==> config.mk <==
export PLATFORM = sky130hd
export DESIGN_NAME = mpu_region_register_encoder_unit_flat
export DESIGN_NICKNAME = d
export VERILOG_FILES = /design/src/rtl/mpure_pkg.sv /design/src/rtl/mpure_if.sv /design/src/rtl/mpure_fit_check.sv /design/src/rtl/mpu_region_register_encoder_unit.sv /design/src/flat_wrapper.sv
export SDC_FILE = /design/constraint.sdc
export NUM_CORES = 1
export LEC_CHECK = 0
export CAP_MARGIN = 40
export CELL_PAD_IN_SITES_DETAIL_PLACEMENT = 0
export CELL_PAD_IN_SITES_GLOBAL_PLACEMENT = 1
export CORE_MARGIN = 5
export CORE_UTILIZATION = 44
export CTS_BUF_LIST = sky130_fd_sc_hd__clkbuf_2
export DETAILED_ROUTE_END_ITERATION = 10
export DONT_BUFFER_PORTS = 1
export PLACE_DENSITY = 0.8
export SLEW_MARGIN = 0
export SYNTH_ARGS = -nofsm -noshare
export SYNTH_HDL_FRONTEND = slang
export SYNTH_SLANG_ARGS = --single-unit
==> constraint.sdc <==
create_clock -name clk_i -period 4.42 [get_ports clk_i]
set_input_delay 0.663 -clock clk_i [delete_from_list [all_inputs] [get_ports clk_i]]
set_output_delay 0.663 -clock clk_i [all_outputs]
set_load 0.005 [all_outputs]
==> src/rtl/mpure_pkg.sv <==
// Package for the protection-region register encoder: constants, error codes,
// the fit-search result type and the permission and cache field tables.
// No dependencies.
package mpure_pkg;

  localparam int unsigned MinBlockLog = 5;
  localparam int unsigned MaxBlockLog = 22;
  localparam int unsigned NumBlocks   = MaxBlockLog - MinBlockLog + 1;
  localparam int unsigned SubShift    = 3;
  localparam int unsigned EndWidth    = MaxBlockLog + 2;
  localparam int unsigned MaxAccess   = 5;
  localparam logic [31:0] ValidBit    = 32'h0000_0010;

  typedef enum logic [2:0] {
    ErrNone          = 3'd0,
    ErrBaseMisalign  = 3'd1,
    ErrSizeUnder32   = 3'd2,
    ErrNoFit         = 3'd3,
    ErrBadAccess     = 3'd4
  } err_e;

  // Result of testing every candidate block size in parallel.
  typedef struct packed {
    logic [NumBlocks-1:0]       fit;
    logic [NumBlocks-1:0][3:0]  end_eighth;
  } fit_t;

  function automatic logic [3:0] ap_code(input logic [2:0] acc);
    logic [3:0] ap;
    case (acc)
      3'd0:    ap = 4'h0;
      3'd1:    ap = 4'h1;
      3'd2:    ap = 4'h2;
      3'd3:    ap = 4'h3;
      3'd4:    ap = 4'h5;
      3'd5:    ap = 4'h6;
      default: ap = 4'h0;
    endcase
    return ap;
  endfunction

  // TEX/S/C/B field, bits 21..16 of the attribute word.
  function automatic logic [5:0] cache_bits(input logic [1:0] mode);
    logic [5:0] bits;
    case (mode)
      2'd0:    bits = 6'h0C;
      2'd1:    bits = 6'h06;
      2'd2:    bits = 6'h0F;
      2'd3:    bits = 6'h07;
      default: bits = 6'h00;
    endcase
    return bits;
  endfunction

endpackage

==> src/rtl/mpure_if.sv <==
// Valid/ready channel interfaces for requests and register-word results.
// Depends on nothing but the field widths.
interface mpure_req_if;
  logic        valid;
  logic        ready;
  logic [31:0] region_base;
  logic [31:0] region_size;
  logic [3:0]  region_index;
  logic [2:0]  access_class;
  logic [1:0]  cache_mode;
  logic        exec_allowed;
  logic        region_on;

  modport source (
    output valid, region_base, region_size, region_index, access_class,
           cache_mode, exec_allowed, region_on,
    input  ready
  );
  modport sink (
    input  valid, region_base, region_size, region_index, access_class,
           cache_mode, exec_allowed, region_on,
    output ready
  );
endinterface

interface mpure_rsp_if;
  logic        valid;
  logic        ready;
  logic [31:0] base_word;
  logic [31:0] attr_word;
  logic [2:0]  error_code;

  modport source (
    output valid, base_word, attr_word, error_code,
    input  ready
  );
  modport sink (
    input  valid, base_word, attr_word, error_code,
    output ready
  );
endinterface

==> src/rtl/mpure_fit_check.sv <==
// Tests all candidate block sizes, 32 B to 4 MiB, against one base/size pair.
// Depends on mpure_pkg.
module mpure_fit_check import mpure_pkg::*; (
  input  logic [31:0] base_i,
  input  logic [31:0] size_i,
  output fit_t        fit_o
);

  for (genvar j = 0; j < NumBlocks; j++) begin : g_blk
    localparam int unsigned K = MinBlockLog + j;

    logic                size_le;
    logic                aligned;
    logic [EndWidth-1:0] start_off;
    logic [EndWidth-1:0] end_off;
    logic                end_ok;

    // The range must fit in the block, and since the start sits on an
    // eighth boundary, the end does so exactly when the size does.
    assign size_le   = {1'b0, size_i} <= (33'd1 << K);
    assign aligned   = (base_i[K-SubShift-1:0] == '0) && (size_i[K-SubShift-1:0] == '0);
    assign start_off = EndWidth'(base_i[K-1:0]);
    assign end_off   = start_off + {1'b0, size_i[EndWidth-2:0]};
    assign end_ok    = end_off <= (EndWidth'(1) << K);

    assign fit_o.fit[j]        = size_le && aligned && end_ok;
    assign fit_o.end_eighth[j] = end_off[K:K-SubShift];
  end

endmodule

==> src/rtl/mpu_region_register_encoder_unit.sv <==
// Top level of the protection-region register encoder: three-stage pipeline
// from request to base/attribute register words. Depends on mpure_pkg,
// mpure_if and mpure_fit_check.
//
//   Port    Role      Transfer carries
//   req_i   sink      region_base, region_size, region_index, access_class,
//                     cache_mode, exec_allowed, region_on
//   rsp_o   source    base_word, attr_word, error_code
//
// A request passes through three register stages on its way to rsp_o; one request
// can enter every cycle while rsp_o is not stalled. The three register stages are
// the parallel block-size test, the smallest-block selection and the word assembly.
// Each stage holds while the stage after it is full and stalled; empty
// stages fill regardless. Reset empties all stages.
module mpu_region_register_encoder_unit import mpure_pkg::*; (
  input  logic           clk_i,
  input  logic           rst_ni,
  mpure_req_if.sink      req_i,
  mpure_rsp_if.source    rsp_o
);

  fit_t fit_c;

  mpure_fit_check u_fit (
    .base_i (req_i.region_base),
    .size_i (req_i.region_size),
    .fit_o  (fit_c)
  );

  logic rdy1, rdy2, rdy3;
  logic v1_q, v2_q, v3_q;

  assign rdy3        = !v3_q || rsp_o.ready;
  assign rdy2        = !v2_q || rdy3;
  assign rdy1        = !v1_q || rdy2;
  assign req_i.ready = rdy1;

  always_ff @(posedge clk_i or negedge rst_ni) begin
    if (!rst_ni) begin
      v1_q <= 1'b0;
      v2_q <= 1'b0;
      v3_q <= 1'b0;
    end else begin
      if (rdy1) v1_q <= req_i.valid;
      if (rdy2) v2_q <= v1_q;
      if (rdy3) v3_q <= v2_q;
    end
  end

  // Stage 1: block-size tests and the early error checks.
  logic [31:0] base1_q;
  logic [3:0]  idx1_q;
  logic [2:0]  acc1_q;
  logic [1:0]  cache1_q;
  logic        exec1_q, on1_q, misal1_q, small1_q;
  fit_t        fit1_q;

  always_ff @(posedge clk_i) begin
    if (rdy1 && req_i.valid) begin
      base1_q  <= req_i.region_base;
      idx1_q   <= req_i.region_index;
      acc1_q   <= req_i.access_class;
      cache1_q <= req_i.cache_mode;
      exec1_q  <= req_i.exec_allowed;
      on1_q    <= req_i.region_on;
      misal1_q <= req_i.region_base[MinBlockLog-1:0] != '0;
      small1_q <= req_i.region_size < 32'd32;
      fit1_q   <= fit_c;
    end
  end

  // Stage 2: pick the smallest fitting block and its eighth range.
  logic [4:0]  code2_d;
  logic [2:0]  s2_d;
  logic [3:0]  e2_d;
  logic [31:0] blk2_d;
  err_e        err2_d;

  always_comb begin
    code2_d = '0;
    s2_d    = '0;
    e2_d    = '0;
    blk2_d  = '0;
    for (int j = NumBlocks - 1; j >= 0; j--) begin
      if (fit1_q.fit[j]) begin
        code2_d = 5'(MinBlockLog + j - 1);
        s2_d    = 3'(base1_q >> (MinBlockLog + j - SubShift));
        e2_d    = fit1_q.end_eighth[j];
        blk2_d  = base1_q & ~((32'd1 << (MinBlockLog + j)) - 32'd1);
      end
    end
    if (misal1_q)                     err2_d = ErrBaseMisalign;
    else if (small1_q)                err2_d = ErrSizeUnder32;
    else if (fit1_q.fit == '0)        err2_d = ErrNoFit;
    else if (acc1_q > 3'(MaxAccess))  err2_d = ErrBadAccess;
    else                              err2_d = ErrNone;
  end

  logic [4:0]  code2_q;
  logic [2:0]  s2_q;
  logic [3:0]  e2_q;
  logic [31:0] blk2_q;
  err_e        err2_q;
  logic [3:0]  idx2_q;
  logic [2:0]  acc2_q;
  logic [1:0]  cache2_q;
  logic        exec2_q, on2_q;

  always_ff @(posedge clk_i) begin
    if (rdy2 && v1_q) begin
      code2_q  <= code2_d;
      s2_q     <= s2_d;
      e2_q     <= e2_d;
      blk2_q   <= blk2_d;
      err2_q   <= err2_d;
      idx2_q   <= idx1_q;
      acc2_q   <= acc1_q;
      cache2_q <= cache1_q;
      exec2_q  <= exec1_q;
      on2_q    <= on1_q;
    end
  end

  // Stage 3: subregion-disable mask and the two register words.
  logic [7:0]  mask3;
  logic [31:0] base3_d, attr3_d;

  always_comb begin
    for (int i = 0; i < 8; i++) begin
      mask3[i] = !((4'(i) >= {1'b0, s2_q}) && (4'(i) < e2_q));
    end
    if (err2_q == ErrNone) begin
      base3_d = blk2_q | ValidBit | 32'(idx2_q);
      attr3_d = (32'(!exec2_q) << 28) | (32'(ap_code(acc2_q)) << 24)
              | (32'(cache_bits(cache2_q)) << 16) | (32'(mask3) << 8)
              | (32'(code2_q) << 1) | 32'(on2_q);
    end else begin
      base3_d = '0;
      attr3_d = '0;
    end
  end

  logic [31:0] base3_q, attr3_q;
  err_e        err3_q;

  always_ff @(posedge clk_i) begin
    if (rdy3 && v2_q) begin
      base3_q <= base3_d;
      attr3_q <= attr3_d;
      err3_q  <= err2_q;
    end
  end

  assign rsp_o.valid      = v3_q;
  assign rsp_o.base_word  = base3_q;
  assign rsp_o.attr_word  = attr3_q;
  assign rsp_o.error_code = err3_q;

  // A rejected request carries no register words.
  a_err_zero: assert property (@(posedge clk_i) disable iff (!rst_ni)
    (v3_q && err3_q != ErrNone) |-> (base3_q == '0 && attr3_q == '0))
    else $error("error result carries nonzero register words");

  // An accepted region always sets the valid bit in the base word.
  a_ok_valid: assert property (@(posedge clk_i) disable iff (!rst_ni)
    (v3_q && err3_q == ErrNone) |-> base3_q[4])
    else $error("valid bit missing in base word");

  // The size code stays within 32 B to 4 MiB blocks.
  a_size_code: assert property (@(posedge clk_i) disable iff (!rst_ni)
    (v3_q && err3_q == ErrNone) |-> (attr3_q[5:1] >= 5'd4 && attr3_q[5:1] <= 5'd21))
    else $error("size code out of range");

  // A nonempty range leaves at least one subregion enabled.
  a_mask_live: assert property (@(posedge clk_i) disable iff (!rst_ni)
    (v3_q && err3_q == ErrNone) |-> (attr3_q[15:8] != 8'hFF))
    else $error("all subregions disabled for an accepted region");

endmodule

==> src/flat_wrapper.sv <==
// flat-port wrapper written by rule: the top's interface ports become plain ports
module mpu_region_register_encoder_unit_flat import mpure_pkg::*;
  (clk_i, rst_ni, req_i_valid, req_i_region_base, req_i_region_size, req_i_region_index, req_i_access_class, req_i_cache_mode, req_i_exec_allowed, req_i_region_on, req_i_ready, rsp_o_valid, rsp_o_base_word, rsp_o_attr_word, rsp_o_error_code, rsp_o_ready);
  mpure_req_if req_i_i ();
  mpure_rsp_if rsp_o_i ();
  input  logic clk_i;
  input  logic rst_ni;
  input wire logic [$bits(req_i_i.valid)-1:0] req_i_valid;
  input wire logic [$bits(req_i_i.region_base)-1:0] req_i_region_base;
  input wire logic [$bits(req_i_i.region_size)-1:0] req_i_region_size;
  input wire logic [$bits(req_i_i.region_index)-1:0] req_i_region_index;
  input wire logic [$bits(req_i_i.access_class)-1:0] req_i_access_class;
  input wire logic [$bits(req_i_i.cache_mode)-1:0] req_i_cache_mode;
  input wire logic [$bits(req_i_i.exec_allowed)-1:0] req_i_exec_allowed;
  input wire logic [$bits(req_i_i.region_on)-1:0] req_i_region_on;
  output wire logic [$bits(req_i_i.ready)-1:0] req_i_ready;
  output wire logic [$bits(rsp_o_i.valid)-1:0] rsp_o_valid;
  output wire logic [$bits(rsp_o_i.base_word)-1:0] rsp_o_base_word;
  output wire logic [$bits(rsp_o_i.attr_word)-1:0] rsp_o_attr_word;
  output wire logic [$bits(rsp_o_i.error_code)-1:0] rsp_o_error_code;
  input wire logic [$bits(rsp_o_i.ready)-1:0] rsp_o_ready;
  assign req_i_i.valid = req_i_valid;
  assign req_i_i.region_base = req_i_region_base;
  assign req_i_i.region_size = req_i_region_size;
  assign req_i_i.region_index = req_i_region_index;
  assign req_i_i.access_class = req_i_access_class;
  assign req_i_i.cache_mode = req_i_cache_mode;
  assign req_i_i.exec_allowed = req_i_exec_allowed;
  assign req_i_i.region_on = req_i_region_on;
  assign req_i_ready = req_i_i.ready;
  assign rsp_o_valid = rsp_o_i.valid;
  assign rsp_o_base_word = rsp_o_i.base_word;
  assign rsp_o_attr_word = rsp_o_i.attr_word;
  assign rsp_o_error_code = rsp_o_i.error_code;
  assign rsp_o_i.ready = rsp_o_ready;
  mpu_region_register_encoder_unit u_core (.clk_i(clk_i), .rst_ni(rst_ni), .req_i(req_i_i), .rsp_o(rsp_o_i));
endmodule
==> out/metrics.yaml <==
min_period_ps: 3680
stdcell_area_um2: 12500
first_iter_violations: 713
finalNetCount: 1160
fillers: 2295
async_reset_ff_frac: 0.0142
num_rows: 58
hold_viol: 0
ys_seq_area_frac: 0.560
dp_cells: 1296
clk_pin_slew_ps: 100
setup.worst_path.start_class: "primary input"
r2r-end: "u_core.blk2_q[23]$_DFFE_PP_"
worst_ep_required_time_ps: 4970
viasPerCell: 5.78
cts_tree: "yes"
end_kind: "flop"
io_buffer_count: 0
r2r_slack_ps: 1330
crit_fanout: 4
io_pins: 148
ys_seq_elements: 211
synthFlopType: "edfxtp_1"
place_hpwl_um: 20600
drt-total-wl_um: 27400
first_pass_iters: 6
skew_ps: 81.2
cts_inserted_buffers: 48
maxCapViolCount: 0
whs_path_depth: 1
powerDensity_nw_per_um2: 351
syn_inst: 998
syn_avg_cell_area_um2: 11.3
worstHoldStart: "req_i_valid"
grt_max_degree: 61
fmax_mhz: 272
drc: 0
internal_power_uw: 3180
p_comb_frac: 0.155
setup_ws_ps: 745
r2r_cells: 6
place_area_um2: 11600
worstMarginPinSlew_ps: 858
postRouteAntennaNets: 0
grt_pass1_vias: 8054
outcome: "finished clean"
fin_tns_setup_ps: 0
rsz0062_at_grt: "no"
ys_types: 78
clkSinkCount: 211
synth_edf_count: 208
htree_num_levels: 2
leakage_uw: 0.00435
hold_path_end: "u_core.v1_q$_DFFE_PN0N_"
pre_cts_slack_ps: 20.8
stdcell_count: 1425
postCtsSetupBuffers: 0
crit_arrival_ps: 4220
p_seq_frac: 0.577
yosys_warnings: 0
gp_congestion: 0.880
maxSlewViolCount: 0
setup_viol: 0
fin_hold_ws_ps: 117
insertion_delay_ps: 730
cts_root_buffer: "clkbuf_2"
hold_class: "primary input to flop"
antenna_found_initial: 1
syn_area_um2: 11300
ir_drop_uv: 162
switching_share: 0.275
most-common-layout-cells: "edfxtp_1, nor2_1, clkbuf_2"
gr-usage-all-layers: 0.183
grt_pass1_wl_um: 42700
relSlewSlack: 0.419
power_switching_uw: 1210
post_drt_wl_per_cell_um: 19.2
coreArea_um2: 25300
drive_above_1_share: 0.116
vias: 8241
area_delta_synth_final_pct: 10.6
layout_commonest_cell: "edfxtp_1"
initial_core_util: 0.447
gr-total-overflow: 0
p_clk_frac: 0.269
die_x_um: 170
worstSetupPathType: "primary input to flop"
r2r-start: "u_core.fit1_q[79]$_DFFE_PP_"
period_share: 0.831
die_h_um: 170
clockBufferDepth: 3
dieArea_um2: 28900
-- final cells by class --
cell class / instances / area (um^2) / area share
multi-input combinational: 705 / 4610 / 0.369
antenna: 2 / 5.00 / 0.000401
clock buffer: 72 / 360 / 0.0289
timing repair buffer: 62 / 591 / 0.0473
inverter: 30 / 113 / 0.00902
sequential: 211 / 6320 / 0.506
tap: 330 / 413 / 0.0331
clock inverter: 13 / 76.3 / 0.00611
-- power by group through the flow --
stage / registers, uW / logic (uW) / clock network, uW
2_1_floorplan: 2540 / 511 / 0
6_report: 2530 / 679 / 1180
4_1_cts: 2530 / 677 / 1230
3_3_place_gp: 2570 / 631 / 0
3_5_place_dp: 2580 / 641 / 0
5_1_grt: 2550 / 754 / 1340
-- registers in the layout, summed over array words and instances (netlist names), 4 cells and up --
register and count:
u_core.fit1_q 56, u_core.rsp_o.base_word 32, u_core.base1_q 30, u_core.blk2_q 27
u_core.rsp_o.attr_word 21, u_core.code2_q 5, u_core.e2_q 4, u_core.idx1_q 4
u_core.idx2_q 4
-- cell usage after synthesis (all sizes together) (8+ instances only) --
cell type    n  area [um^2]
clkbuf      43          161
mux2i        8         80.1
or2         13         81.3
and2        61          382
a211oi       9         77.6
xor2        14          123
nor3        24          120
a21o        12         90.1
nor2b        9         56.3
a21oi       42          210
edfxtp     208         6250
nand2b      16          100
o31ai        9         67.6
inv         29          109
nor2        79          297
xnor2       15          131
o21a        14          105
o221ai      14          123
o211ai      12         95.1
or3         15         98.8
a31oi       15          109
a221oi      21          196
o21ai       50          254
nand3b      14          105
nand3       24          120
buf         18          123
o22ai       13         81.3
nand2       57          214
or4         11         90.1
nor4        14         87.6
a22oi        9         67.6
ha          22          275
-- through the flow --
step | util | total power, uW
3_5_place_dp | 0.460 | 3220
4_1_cts | 0.493 | 4440
5_1_grt | 0.494 | 4640
3_3_place_gp | 0.459 | 3200
2_1_floorplan | - | 3050
6_report | 0.494 | 4390
-- worst max-delay path, cell delays in order --
cell	delay, ps
ha_1	210
fa_1	440
a211o_1	370
a21oi_1	190
o221ai_1	240
a2111oi_4	310
o211ai_2	160
or4_4	520
or4_4	510
or3_4	350
a221oi_2	260
-- per-layer routing --
| metal | vias to the layer above | track usage | wire (um) |
|---|---|---|---|
| li1 | 3995 | - | - |
| met1 | 3878 | 0.241 | 12000 |
| met2 | 317 | 0.300 | 12800 |
| met3 | 51 | 0.0400 | 1940 |
| met4 | 0 | 0.0597 | 605 |
| met5 | - | 0 | 0 |
-- cells by family (layout without fill, tap and decap cells) --
| kind of cell | after synthesis | in the layout | share of synthesized area |
|---|---|---|---|
| fa+ha+maj | 24 | 24 | 0.0271 |
| buf+inv | 91 | 177 | 0.0351 |
| mux | 12 | 12 | 0.0111 |
| xor+xnor | 29 | 29 | 0.0225 |
| simple gates | 359 | 359 | 0.170 |
| compound gates | 271 | 271 | 0.174 |
| flops | 211 | 211 | 0.560 |
| other cells | 1 | 12 | 0.000332 |
-- how the worst max path moves through the flow --
stage                         start                     endpoint  slack, ps  cells after the start
2_1_floorplan  req_i_region_size[0]  u_core.fit1_q[89]$_DFFE_PP_        170                     11
3_3_place_gp   req_i_region_size[0]  u_core.fit1_q[89]$_DFFE_PP_         60                     11
3_5_place_dp   req_i_region_size[0]  u_core.fit1_q[89]$_DFFE_PP_         20                     11
4_1_cts        req_i_region_size[0]  u_core.fit1_q[89]$_DFFE_PP_        810                     11
5_1_grt        req_i_region_size[0]  u_core.fit1_q[89]$_DFFE_PP_        600                     11
6_report       req_i_region_size[0]  u_core.fit1_q[89]$_DFFE_PP_        740                     11
-- what timing repair did --
item	in CTS	in global routing
hold buffers	40	2
resized for setup	0	0
hold endpoints to repair	42	2
(Power assumes the default switching activity.)
